--- src/sv/tsq_pkg.sv ---
`default_nettype none

package tsq_pkg;

    typedef enum logic [1:0] {
        OP_ENQUEUE = 2'd0,
        OP_POLL    = 2'd1,
        OP_DONE    = 2'd2
    } op_t;

    localparam int MSG_W   = 40;
    localparam int TIME_W  = 32;
    localparam int KIND_W  = 2;
    localparam int DELAY_W = 16;
    localparam int REP_W   = 8;
    localparam int COUNT_W = 4;

    // input beat layout
    localparam int IN_BYTES_LSB = 0;
    localparam int IN_KIND_LSB  = IN_BYTES_LSB + MSG_W;
    localparam int IN_DELAY_LSB = IN_KIND_LSB + KIND_W;
    localparam int IN_REP_LSB   = IN_DELAY_LSB + DELAY_W;
    localparam int IN_NOW_LSB   = IN_REP_LSB + REP_W;
    localparam int IN_USED_W    = IN_NOW_LSB + TIME_W;
    localparam int IN_TDATA_W   = ((IN_USED_W + 7) / 8) * 8;

    typedef struct packed {
        logic [MSG_W-1:0]  msg_bytes;
        logic [TIME_W-1:0] due;
        logic [KIND_W-1:0] kind;
        logic [REP_W-1:0]  repeats;
    } slot_t;

    localparam int SLOT_W = $bits(slot_t);

    typedef struct packed {
        logic [COUNT_W-1:0] entry_count;
        logic               busy_res;
        logic               first_send;
        logic [KIND_W-1:0]  sent_type;
        logic [MSG_W-1:0]   sent_bytes;
        logic               sent;
        logic               accepted;
    } result_t;

    localparam int OUT_USED_W  = $bits(result_t);
    localparam int OUT_TDATA_W = ((OUT_USED_W + 7) / 8) * 8;

endpackage

`default_nettype wire

--- src/sv/timed_send_queue.sv ---
// Timed send queue: a ring of up to QUEUE_SLOTS-1 outgoing five-byte messages kept sorted by
// due time (now_time + send_delay) in one single-port-write, registered-read slot memory.
// Each input beat carries an op in tuser. An enqueue walks down from the tail, moving each
// later-due entry up one slot per cycle, then writes the new entry into the freed slot. A
// poll that finds the queue non-empty and idle reads the head slot and checks its due time;
// a due entry is sent and written back with the decremented repeat count, or taken off the
// queue once that count runs out. Done, the unused op, a refused enqueue and a poll on an
// empty or busy queue go straight to the result stage. Every input beat gives exactly one
// output beat; a finished result waits in the output register, and the next input beat is
// taken once the current one has been handed to that register. Slot contents need no
// clearing after reset; head, tail and the pending flag start at zero.

`default_nettype none

module timed_send_queue #(
    parameter int QUEUE_SLOTS = 16
) (
    input  wire logic                             aclk,
    input  wire logic                             aresetn,
    // op
    input  wire logic [1:0]                       s_axis_tuser,
    // message_bytes, message_type, send_delay, repeat_count, now_time
    input  wire logic [tsq_pkg::IN_TDATA_W-1:0]   s_axis_tdata,
    input  wire logic                             s_axis_tvalid,
    output logic                                  s_axis_tready,
    // accepted, sent, sent_bytes, sent_type, first_send, busy_res, entry_count
    output logic      [tsq_pkg::OUT_TDATA_W-1:0]  m_axis_tdata,
    output logic                                  m_axis_tvalid,
    input  wire logic                             m_axis_tready
);

    import tsq_pkg::*;

    localparam int IDX_W = $clog2(QUEUE_SLOTS);
    localparam int CNT_W = IDX_W + 1;

    typedef enum logic [6:0] {
        ST_IDLE     = 7'b0000001,
        ST_ENQ_RD   = 7'b0000010,
        ST_SHIFT    = 7'b0000100,
        ST_ENQ_PUT  = 7'b0001000,
        ST_POLL_RD  = 7'b0010000,
        ST_POLL_CHK = 7'b0100000,
        ST_FIN      = 7'b1000000
    } state_t;

    function automatic logic [IDX_W-1:0] next_idx(input logic [IDX_W-1:0] idx);
        logic [IDX_W-1:0] res;
        if (idx == IDX_W'(QUEUE_SLOTS - 1)) begin
            res = '0;
        end else begin
            res = idx + IDX_W'(1);
        end
        return res;
    endfunction

    function automatic logic [IDX_W-1:0] prev_idx(input logic [IDX_W-1:0] idx);
        logic [IDX_W-1:0] res;
        if (idx == '0) begin
            res = IDX_W'(QUEUE_SLOTS - 1);
        end else begin
            res = idx - IDX_W'(1);
        end
        return res;
    endfunction

    state_t state_reg, state_next;
    logic [IDX_W-1:0] head_reg, head_next;
    logic [IDX_W-1:0] tail_reg, tail_next;
    logic [IDX_W-1:0] pos_reg, pos_next;
    logic pending_reg, pending_next;
    logic started_reg, started_next;
    slot_t new_reg, new_next;
    logic [TIME_W-1:0] now_reg, now_next;
    result_t res_reg, res_next;
    logic [OUT_TDATA_W-1:0] out_reg, out_next;
    logic out_valid_reg, out_valid_next;

    logic ram_we;
    logic [IDX_W-1:0] ram_waddr, ram_raddr;
    slot_t ram_wdata, ram_rdata;
    logic [SLOT_W-1:0] ram_rd_bits;

    logic [CNT_W-1:0] fill;
    logic [CNT_W+COUNT_W-1:0] fill_ext;
    logic [REP_W:0] left;
    result_t res_final;

    tsq_ram #(
        .WIDTH(SLOT_W),
        .DEPTH(QUEUE_SLOTS)
    ) u_slots (
        .aclk   (aclk),
        .wr_en  (ram_we),
        .wr_addr(ram_waddr),
        .wr_data(ram_wdata),
        .rd_addr(ram_raddr),
        .rd_data(ram_rd_bits)
    );

    assign ram_rdata = slot_t'(ram_rd_bits);
    assign s_axis_tready = (state_reg == ST_IDLE);
    assign m_axis_tdata = out_reg;
    assign m_axis_tvalid = out_valid_reg;

    // decremented at one extra bit so that the most negative count does not wrap
    assign left = {ram_rdata.repeats[REP_W-1], ram_rdata.repeats} - (REP_W + 1)'(1);

    always_comb begin
        if (tail_reg >= head_reg) begin
            fill = {1'b0, tail_reg} - {1'b0, head_reg};
        end else begin
            fill = {1'b0, tail_reg} + CNT_W'(QUEUE_SLOTS) - {1'b0, head_reg};
        end
        fill_ext = (CNT_W + COUNT_W)'(fill);
    end

    always_comb begin
        res_final = res_reg;
        res_final.busy_res = pending_reg;
        res_final.entry_count = fill_ext[COUNT_W-1:0];
    end

    always_comb begin
        state_next = state_reg;
        head_next = head_reg;
        tail_next = tail_reg;
        pos_next = pos_reg;
        pending_next = pending_reg;
        started_next = started_reg;
        new_next = new_reg;
        now_next = now_reg;
        res_next = res_reg;
        out_next = out_reg;
        out_valid_next = out_valid_reg;
        ram_we = 1'b0;
        ram_waddr = pos_reg;
        ram_wdata = new_reg;
        ram_raddr = prev_idx(pos_reg);

        if (out_valid_reg && m_axis_tready) begin
            out_valid_next = 1'b0;
        end

        unique case (state_reg)
            ST_IDLE: begin
                if (s_axis_tvalid) begin
                    new_next.msg_bytes = s_axis_tdata[IN_BYTES_LSB +: MSG_W];
                    new_next.kind = s_axis_tdata[IN_KIND_LSB +: KIND_W];
                    new_next.repeats = s_axis_tdata[IN_REP_LSB +: REP_W];
                    new_next.due = s_axis_tdata[IN_NOW_LSB +: TIME_W]
                                 + TIME_W'(s_axis_tdata[IN_DELAY_LSB +: DELAY_W]);
                    now_next = s_axis_tdata[IN_NOW_LSB +: TIME_W];
                    res_next = '0;
                    state_next = ST_FIN;
                    unique case (op_t'(s_axis_tuser))
                        OP_ENQUEUE: begin
                            if (next_idx(tail_reg) != head_reg) begin
                                res_next.accepted = 1'b1;
                                tail_next = next_idx(tail_reg);
                                pos_next = tail_reg;
                                if (tail_reg == head_reg) begin
                                    state_next = ST_ENQ_PUT;
                                end else begin
                                    state_next = ST_ENQ_RD;
                                end
                            end
                        end
                        OP_POLL: begin
                            if (!pending_reg && head_reg != tail_reg) begin
                                state_next = ST_POLL_RD;
                            end
                        end
                        OP_DONE: begin
                            pending_next = 1'b0;
                        end
                        default: begin
                        end
                    endcase
                end
            end
            ST_ENQ_RD: begin
                ram_raddr = prev_idx(pos_reg);
                state_next = ST_SHIFT;
            end
            ST_SHIFT: begin
                // read data is the slot just below pos; fetch the next one down meanwhile
                ram_we = 1'b1;
                ram_waddr = pos_reg;
                ram_raddr = prev_idx(prev_idx(pos_reg));
                if (new_reg.due >= ram_rdata.due) begin
                    ram_wdata = new_reg;
                    state_next = ST_FIN;
                end else begin
                    ram_wdata = ram_rdata;
                    pos_next = prev_idx(pos_reg);
                    if (prev_idx(pos_reg) == head_reg) begin
                        state_next = ST_ENQ_PUT;
                    end
                end
            end
            ST_ENQ_PUT: begin
                ram_we = 1'b1;
                ram_waddr = pos_reg;
                ram_wdata = new_reg;
                state_next = ST_FIN;
            end
            ST_POLL_RD: begin
                ram_raddr = head_reg;
                state_next = ST_POLL_CHK;
            end
            ST_POLL_CHK: begin
                if (ram_rdata.due <= now_reg) begin
                    res_next.sent = 1'b1;
                    res_next.sent_bytes = ram_rdata.msg_bytes;
                    res_next.sent_type = ram_rdata.kind;
                    res_next.first_send = !started_reg;
                    pending_next = 1'b1;
                    if (left[REP_W]) begin
                        head_next = next_idx(head_reg);
                        started_next = 1'b0;
                    end else begin
                        ram_we = 1'b1;
                        ram_waddr = head_reg;
                        ram_wdata = ram_rdata;
                        ram_wdata.repeats = left[REP_W-1:0];
                        started_next = 1'b1;
                    end
                end
                state_next = ST_FIN;
            end
            ST_FIN: begin
                if (!out_valid_reg || m_axis_tready) begin
                    out_next = OUT_TDATA_W'(res_final);
                    out_valid_next = 1'b1;
                    state_next = ST_IDLE;
                end
            end
            default: begin
                state_next = ST_IDLE;
            end
        endcase
    end

    always_ff @(posedge aclk) begin
        if (!aresetn) begin
            state_reg <= ST_IDLE;
            head_reg <= '0;
            tail_reg <= '0;
            pending_reg <= 1'b0;
            started_reg <= 1'b0;
            out_valid_reg <= 1'b0;
        end else begin
            state_reg <= state_next;
            head_reg <= head_next;
            tail_reg <= tail_next;
            pending_reg <= pending_next;
            started_reg <= started_next;
            out_valid_reg <= out_valid_next;
        end
    end

    always_ff @(posedge aclk) begin
        pos_reg <= pos_next;
        new_reg <= new_next;
        now_reg <= now_next;
        res_reg <= res_next;
        out_reg <= out_next;
    end

endmodule

`default_nettype wire

--- src/sv/tsq_ram.sv ---
`default_nettype none

module tsq_ram #(
    parameter int WIDTH = 8,
    parameter int DEPTH = 16
) (
    input  wire logic                     aclk,
    input  wire logic                     wr_en,
    input  wire logic [$clog2(DEPTH)-1:0] wr_addr,
    input  wire logic [WIDTH-1:0]         wr_data,
    input  wire logic [$clog2(DEPTH)-1:0] rd_addr,
    output logic      [WIDTH-1:0]         rd_data
);

    logic [WIDTH-1:0] mem [DEPTH];

    always_ff @(posedge aclk) begin
        if (wr_en) begin
            mem[wr_addr] <= wr_data;
        end
        rd_data <= mem[rd_addr];
    end

endmodule

`default_nettype wire
--- config.mk ---
export PLATFORM = sky130hd
export DESIGN_NAME = timed_send_queue
export DESIGN_NICKNAME = d
export VERILOG_FILES = /design/src/sv/tsq_pkg.sv /design/src/sv/timed_send_queue.sv /design/src/sv/tsq_ram.sv
export SDC_FILE = /design/constraint.sdc
export NUM_CORES = 2
export LEC_CHECK = 0
export ABC_CLOCK_PERIOD_IN_PS = 21500
export BUFFER_PORTS_ARGS = -buffer_cell sky130_fd_sc_hd__buf_2
export CORE_MARGIN = 5
export CORE_UTILIZATION = 35
export DETAILED_ROUTE_END_ITERATION = 7
export GPL_TIMING_DRIVEN = 0
export PLACE_DENSITY = 0.53
export SYNTH_ARGS = -nofsm -noshare
export SYNTH_HDL_FRONTEND = slang
export SYNTH_SLANG_ARGS = --single-unit
--- constraint.sdc ---
create_clock -name aclk -period 21.5 [get_ports aclk]
set_input_delay 1.075 -clock aclk [delete_from_list [all_inputs] [get_ports aclk]]
set_output_delay 1.075 -clock aclk [all_outputs]
set_load 0.005 [all_outputs]
# Yosys cells after proc, flatten, opt, wreduce, memory -nomap -nowiden
# Memories as Yosys holds them, arrays and structs flattened. A register that Yosys moved wholly into a read port is not among the register bits.
# Index checks and enable logic that the tools add are counted.
[word_totals] mem_count=1 register_bits=231 ramBits=1312 out_inout_bits=58 elab_cells=125 input_bits=110
[op_classes] order_cmp=3 n_addsub=9 eq_ne=23 muxes=49 n_reduce_logical=22
[memory_table] memory="u_slots.mem" words=16 width=82 read_ports=1 rd_ports_with_merged_regs=1 write_ports=1 line_no="tsq_ram.sv:15" source="logic [WIDTH-1:0] mem [DEPTH];"
[ops] op="2-to-1 mux 82 bit" n=3
[ops] op="one-hot mux 82 bit (2 select lines)" n=1
[ops] op="one-hot mux 44 bit (2 select lines)" n=1
[ops] op="2-to-1 mux 4 bit" n=18
[ops] op="2-to-1 mux 45 bit" n=1
[ops] op="2-to-1 mux 44 bit" n=1
[ops] op="2-to-1 mux 7 bit" n=6
[ops] op="one-hot mux 7 bit (6 select lines)" n=1
[ops] op="adder 32 x 16 -> 32 bit" n=1
[ops] op="greater-or-equal comparator 32 bit" n=1
[ops] op="less-or-equal comparator 32 bit" n=1
[ops] op="one-hot mux 4 bit (2 select lines)" n=2
[ops] op="one-hot mux 7 bit (2 select lines)" n=1
[ops] op="adder 4 x 1 -> 4 bit, second input constant" n=3
[ops] op="2-to-1 mux 1 bit" n=12
[ops] op="AND reduction 3 bit" n=3
[ops] op="subtractor 8 x 2 -> 9 bit, second input constant" n=1
[ops] op="equality test 4 bit" n=2
[ops] op="equality test 4 bit, second input constant" n=2
[ops] op="logical NOT 4 bit" n=2
[ops] op="inequality test 2 bit, second input constant" n=4
[ops] op="inequality test 4 bit" n=2
[ops] op="AND reduction 4 bit" n=2
[ops] op="subtractor 4 x 1 -> 4 bit, second input constant" n=2
[ops] op="22 further kinds" n=33

# Depth between registers and ports, before layout
[depth] word_depth=10 mapped_depth=14 mapped_depth_nobuf=11

# Cells and area by module
# Synthesis repeated with hierarchy kept, for this count alone.
[hier_totals] cells_unflattened=3047 area_unflattened_um2=62678.9
[by_module_without_submodules] mod="tsq_ram" area_each_um2=50683.6 instances=1 cells_per_inst=2103 seq_area_each_um2=41039.4
[by_module_without_submodules] mod="timed_send_queue" area_each_um2=11995.3 instances=1 cells_per_inst=944 seq_area_each_um2=6756.5

# Least setup slack after synthesis
# Ideal clock, no wire load.
[synth_timing] path_kind="register -> register" from="register now_reg[14]" to="memory u_slots.mem[0][0] (netlist bit), enable pin" slack_ns=12.767 arrival_ns=8.097 setup_time_ns=0.636 path_buffers=1 required_ns=20.864 period_less_slack_ns=8.733 stages_incl_launch_ff=12 cell_sequence="edfxtp_1 > inv_1 > ha_1 > a21oi_1 > nand2_1 > a21o_1 > o41a_1 > o31ai_1 > and2_0 > clkbuf_1 > nand3_1 > o21ai_0"
[synth_via] elab_chain_cells=5 elab_cells_between_ends=7 classes_between="order compare: 1; mux: 6"
[synth_lines] item="start, declared" line_no="timed_send_queue.sv:74" source="logic [TIME_W-1:0] now_reg, now_next;"
[synth_lines] item="start signal, assigned" line_no="timed_send_queue.sv:266" source="now_reg <= now_next;"
[synth_lines] item="less-or-equal comparator 32 bit (*)" line_no="timed_send_queue.sv:213" source="if (ram_rdata.due <= now_reg) begin"
[synth_lines] item="2-to-1 mux 1 bit" line_no="timed_send_queue.sv:213"
[synth_lines] item="one-hot mux 1 bit (2 select lines)" line_no="timed_send_queue.sv:145" source="unique case (state_reg)"
[synth_lines] item="2-to-1 mux 1 bit" line_no="tsq_ram.sv:18" source="if (wr_en) begin"
[synth_lines] item="2-to-1 mux 1 bit (implied by the code)" line_no="tsq_ram.sv:19" source="mem[wr_addr] <= wr_data;"
[synth_lines] item="end, declared" line_no="tsq_ram.sv:15"
# Mark *: on every way between the ends. The rest lies on a longest branch, timed or not.

# Worst setup path in the final report
[layout_timing] from="register u_slots.rd_data[41] (read register of u_slots.mem)" to="memory u_slots.mem[3][42] (netlist bit), enable pin"
[layout_via] elab_chain_cells=5 elab_cells_between_ends=7 classes_between="order compare: 1; mux: 6"
[layout_lines] item="start, declared" line_no="tsq_ram.sv:12" source="output logic [WIDTH-1:0] rd_data"
[layout_lines] item="less-or-equal comparator 32 bit (*)" line_no="timed_send_queue.sv:213"
[layout_lines] item="2-to-1 mux 1 bit" line_no="timed_send_queue.sv:213"
[layout_lines] item="one-hot mux 1 bit (2 select lines)" line_no="timed_send_queue.sv:145"
[layout_lines] item="2-to-1 mux 1 bit" line_no="tsq_ram.sv:18"
[layout_lines] item="2-to-1 mux 1 bit (implied by the code)" line_no="tsq_ram.sv:19"
# Marks and branches as above.

==> results by group <==
CTS
  • Clock-pin transition on the worst setup and hold timing paths: 0.06 ns
  • CTS H-tree lvls: 4
  • TritonCTS clock tree: yes
  • Clk root buf: sky130_fd_sc_hd__clkbuf_16
  • Max Buffers Root-to-Sink: 3
  • Buffer count from post-CTS setup fixing: 0
  • Hold-fix buffers, CTS: 0
  • Clock sink count: 1625
  • Cts repair resizes: 0
  • Worst-Skew Late Latency: around 0.8 ns
  • Number of buffers added by the clock tree synthesis step: about 170

STA
  • Final-report max-slew violation count: 0
  • Fmax achieved: 0.1706 GHz
  • Relative slew slack: 0.01680
  • Total of endpoints with negative setup slack in the final report: 0
  • Setup tns final: 0 ns
  • Worst Max-Slew Pin Slew: around 1.5 ns
  • Final worst path period need: between 5 and 6 ns
  • Unrepaired setup endpoints after global routing: no
  • Clock Skew: 0.02687 ns
  • Number of hold violations in the final report: 0
  • Part of the cycle the worst path needs: 0.2727

Global routing
  • Overflow after GRT: 0
  • Overall track demand over capacity in global routing: 0.1830
  • Antenna violations before repair: 11
  • Global-route wire length before repair: 261.6 mm
  • Pin count of the biggest net entering global routing: 66
  • Via count of the first global-routing pass: 39270

Die
  • Core region area: about 0.18 mm^2
  • Chip height: 439.7 um
  • Die span in x: between 400 and 500 um
  • Placement Rows: ~160
  • Starting density of the core: 0.3522
  • Die area: 0.1933 mm^2
  • I/O pins: 168

Synth
  • Yosys warning total: 0
  • Synthesized instance count: approximately 4600
  • Synth top area share: 0.7086
  • Post-synth design cell area: approximately 0.065 mm^2
  • Async set-reset flop share out of synthesis: 0
  • Total of flip-flops plus latches after synthesis: 1625
  • Area contributors post-synth: sky130_fd_sc_hd__edfxtp_1 71%, sky130_fd_sc_hd__nand2_1 5.0%, sky130_fd_sc_hd__a21oi_1 3.5%
  • Fraction of the yosys area taken by sequential cells: 0.7396
  • Number of enable-type register cells in the synthesized netlist: around 1500
  • Cell variety after synth: 77
  • Cell type with the largest total area after synthesis: sky130_fd_sc_hd__edfxtp_1
  • Dominant synthesized flop cell: sky130_fd_sc_hd__edfxtp_1
  • Mean post-synth cell area: 14.04 um^2

Cells and area
  • Final cell count without fillers: 7687
  • Share of the core filled with cells in the final layout: 0.4166
  • Area growth from synthesis to final layout: 18.28%
  • Number of flip-flops under the largest register name: 1312
  • Layout cells sized above 1: 0.1509
  • Cell area after layout: 0.07644 mm^2
  • Final net count: roughly 5300

Placement
  • Global placer's final weighted congestion: about 0.81
  • Number of placed cells counting well taps: between 7000 and 8000
  • Number of buffer cells added on primary ports: 155
  • Area of placed instances: 0.07093 mm^2
  • HPWL after DPL: 121.5 mm

Pwr
  • Pwr/cell area: 100.3 mW/mm^2
  • Combinational fraction of design power: 0.136
  • Leakage component of the power: approximately 0.027 uW
  • Sequential Power Share: 0.488
  • Worst-case vdd ir drop: 0.07956 mV
  • Net switching share of the total power: 0.2625
  • Share of total power in the clock network: 0.376
  • Internal power: roughly 5700 uW
  • NetSw: 2012 uW

Detailed routing
  • Vias per cell: 5.114
  • Sum of routed wire length over all layers: 179.9 mm
  • Vias after detailed routing: just under 40000
  • Wire per inst: 23.40 um
  • First DRT Iteration DRCs: 3645
  • Number of design rule violations left after detail routing: 0
  • Antenna-violating nets left: 0
  • Number of detailed-route iterations in the first pass: 6

Status
  • Run status: completed

Setup path
  • Launching element type of the critical path: flop
  • CP Cell Sequence: ha_1 > nand4_1 > nor3_1 > a221oi_1 > o211ai_1 > o31ai_1 > and2_0 > clkbuf_1 > nand3_1 > o21ai_4 > buf_12 > buf_12 > buf_16
  • Setup crit end kind: flop
  • Worst Path Arrival: 6.35 ns
  • Startpoint-to-endpoint class of the critical path: reg2reg
  • Required time at the worst-slack endpoint: 21.99 ns
  • Number of cells on the worst reg-to-reg path: 13
  • Most common cell type on the critical path: sky130_fd_sc_hd__buf_12
  • CP max FO: 19
  • Slack of the worst reg-to-reg path: 15.64 ns
  • Capture instance of the worst register-to-register path: u_slots.mem[3][42]
  • Worst flop-to-flop path startpoint: u_slots.rd_data[41]
  • Cell with the largest stage delay on the worst path: sky130_fd_sc_hd__o31ai_1
  • Delay of the slowest cell on the worst path: between 1 and 1.5 ns

Min path
  • Worst hold path stage count: 0
  • Endpoint with the worst hold slack: m_axis_tdata[33]
  • Class of the most critical hold timing path: reg2reg
  • Hold path startpoint: res_final[33]

Flow run
  • Number of max-capacitance violations reported: 0
[through the flow]
step           hold WS, ns  worst slack (ns)  power (uW)
3_3_place_gp        0.4002             3.450        4825
5_1_grt             0.4043             15.48        7971
6_report            0.4160             15.64        7664
4_1_cts             0.3875             15.60        7738
2_1_floorplan       0.4003             12.77        4405
3_5_place_dp        0.4045             15.62        4855
[critical path, delay by kind of cell, from the launching register on]
kind / cells / cell delay (ns)
and+or+nand+nor: 4 / 0.92
AOI/OAI and AO/OA: 4 / 2.77
DFF: 1 / 0.52
adders and majority gates: 1 / 0.32
buffers and inverters: 4 / 0.94
[cells in the final DEF (no fill, tap or decap), types with 23 or more instances in the layout]
master                      Yosys  layout
sky130_fd_sc_hd__buf_2         84     244
sky130_fd_sc_hd__ha_1          91      91
sky130_fd_sc_hd__o21ai_1        2      70
sky130_fd_sc_hd__a22o_1        82      82
sky130_fd_sc_hd__clkbuf_16      0     181
sky130_fd_sc_hd__and2_1        47      47
sky130_fd_sc_hd__clkinv_2       0      32
sky130_fd_sc_hd__buf_4         34      84
sky130_fd_sc_hd__dfxtp_1      100     100
sky130_fd_sc_hd__mux2i_1       85      85
sky130_fd_sc_hd__o21ai_0      183     110
sky130_fd_sc_hd__a21oi_1      455     455
sky130_fd_sc_hd__nand2_1      869     868
sky130_fd_sc_hd__clkbuf_1     132     178
sky130_fd_sc_hd__o32ai_1       86      83
sky130_fd_sc_hd__a211oi_2      78      78
sky130_fd_sc_hd__nand3_1      101     101
sky130_fd_sc_hd__buf_16         0      32
sky130_fd_sc_hd__nor3_1       105     105
sky130_fd_sc_hd__a221oi_1      82      82
sky130_fd_sc_hd__nor2_1        41      41
sky130_fd_sc_hd__a21o_1        23      23
sky130_fd_sc_hd__inv_1        173     172
sky130_fd_sc_hd__edfxtp_1    1525    1525
sky130_fd_sc_hd__buf_12         0      35
sky130_fd_sc_hd__xnor2_1       24      24
[worst max path at each step]
| stage | from | endpoint | slack, ns | depth (start not counted) |
|---|---|---|---|---|
| finish | u_slots.rd_data[41] | u_slots.mem[3][42] | 15.64 | 13 |
| detailed placement | u_slots.rd_data[41] | u_slots.mem[3][42] | 15.62 | 13 |
| global route | u_slots.rd_data[41] | u_slots.mem[3][45] | 15.48 | 13 |
| global placement | u_slots.rd_data[41] | u_slots.mem[2][40] | 3.45 | 9 |
| floorplan | now_reg[14] | u_slots.mem[0][0] | 12.77 | 11 |
| CTS | u_slots.rd_data[41] | u_slots.mem[3][44] | 15.60 | 13 |
[layout make-up]
type | instances | area [um^2]
Clock inverter | 69 | 499.2
Sequential cell | 1625 | 47800
Antenna cell | 7 | 17.52
Fill cell | 16940 | 107000
Tap cell | 2464 | 3083
Inverter | 174 | 658.1
Buffer | 270 | 1320
Multi-Input combinational cell | 2539 | 15160
Clock buffer | 250 | 4979
Timing Repair Buffer | 289 | 2934
[Yosys cell counts (19+ instances only)]
library cell and count:
sky130_fd_sc_hd__nor2_1 41, sky130_fd_sc_hd__mux2i_1 85, sky130_fd_sc_hd__xor2_1 20, sky130_fd_sc_hd__inv_1 173, sky130_fd_sc_hd__dfxtp_1 100, sky130_fd_sc_hd__edfxtp_1 1525
sky130_fd_sc_hd__a221oi_1 82, sky130_fd_sc_hd__o32ai_1 86, sky130_fd_sc_hd__nand3_1 101, sky130_fd_sc_hd__a211oi_2 78, sky130_fd_sc_hd__ha_1 91, sky130_fd_sc_hd__o21ai_0 183
sky130_fd_sc_hd__nand2_1 869, sky130_fd_sc_hd__a21o_1 23, sky130_fd_sc_hd__nand4_1 19, sky130_fd_sc_hd__a22o_1 82, sky130_fd_sc_hd__and2_1 47, sky130_fd_sc_hd__a21oi_1 455
sky130_fd_sc_hd__nor3_1 105, sky130_fd_sc_hd__buf_4 34, sky130_fd_sc_hd__xnor2_1 24, sky130_fd_sc_hd__clkbuf_1 132, sky130_fd_sc_hd__buf_2 84
[metal layers]
metal  global-route usage  wire, um  share of wire
met2               0.3047     86760           0.48
met4              0.06243      5491          0.031
met3              0.03134     11190          0.062
met1               0.2429     76460           0.43
met5                    0         0              0
[cell families after synthesis]
| logic type | count (synthesis) | share of synthesized area |
|---|---|---|
| compound gates | 1067 | 0.1106 |
| mux | 85 | 0.01317 |
| other cells | 1 | 0.00005803 |
| simple gates | 1244 | 0.08197 |
| flops | 1625 | 0.7396 |
| buf+inv | 444 | 0.03045 |
| fa+ha+maj | 93 | 0.01824 |
| xor+xnor | 44 | 0.005963 |
[power groups by stage]
stage / clock [uW] / sequential, uW / combinational [uW]
after floorplan: 0 / 3780 / 625
after global placement: 0 / 3820 / 1000
after detailed placement: 0 / 3800 / 1050
after CTS: 2940 / 3740 / 1060
after global routing: 3080 / 3750 / 1150
final: 2880 / 3740 / 1050
No activity file was read; power rests on OpenSTA's default activity.
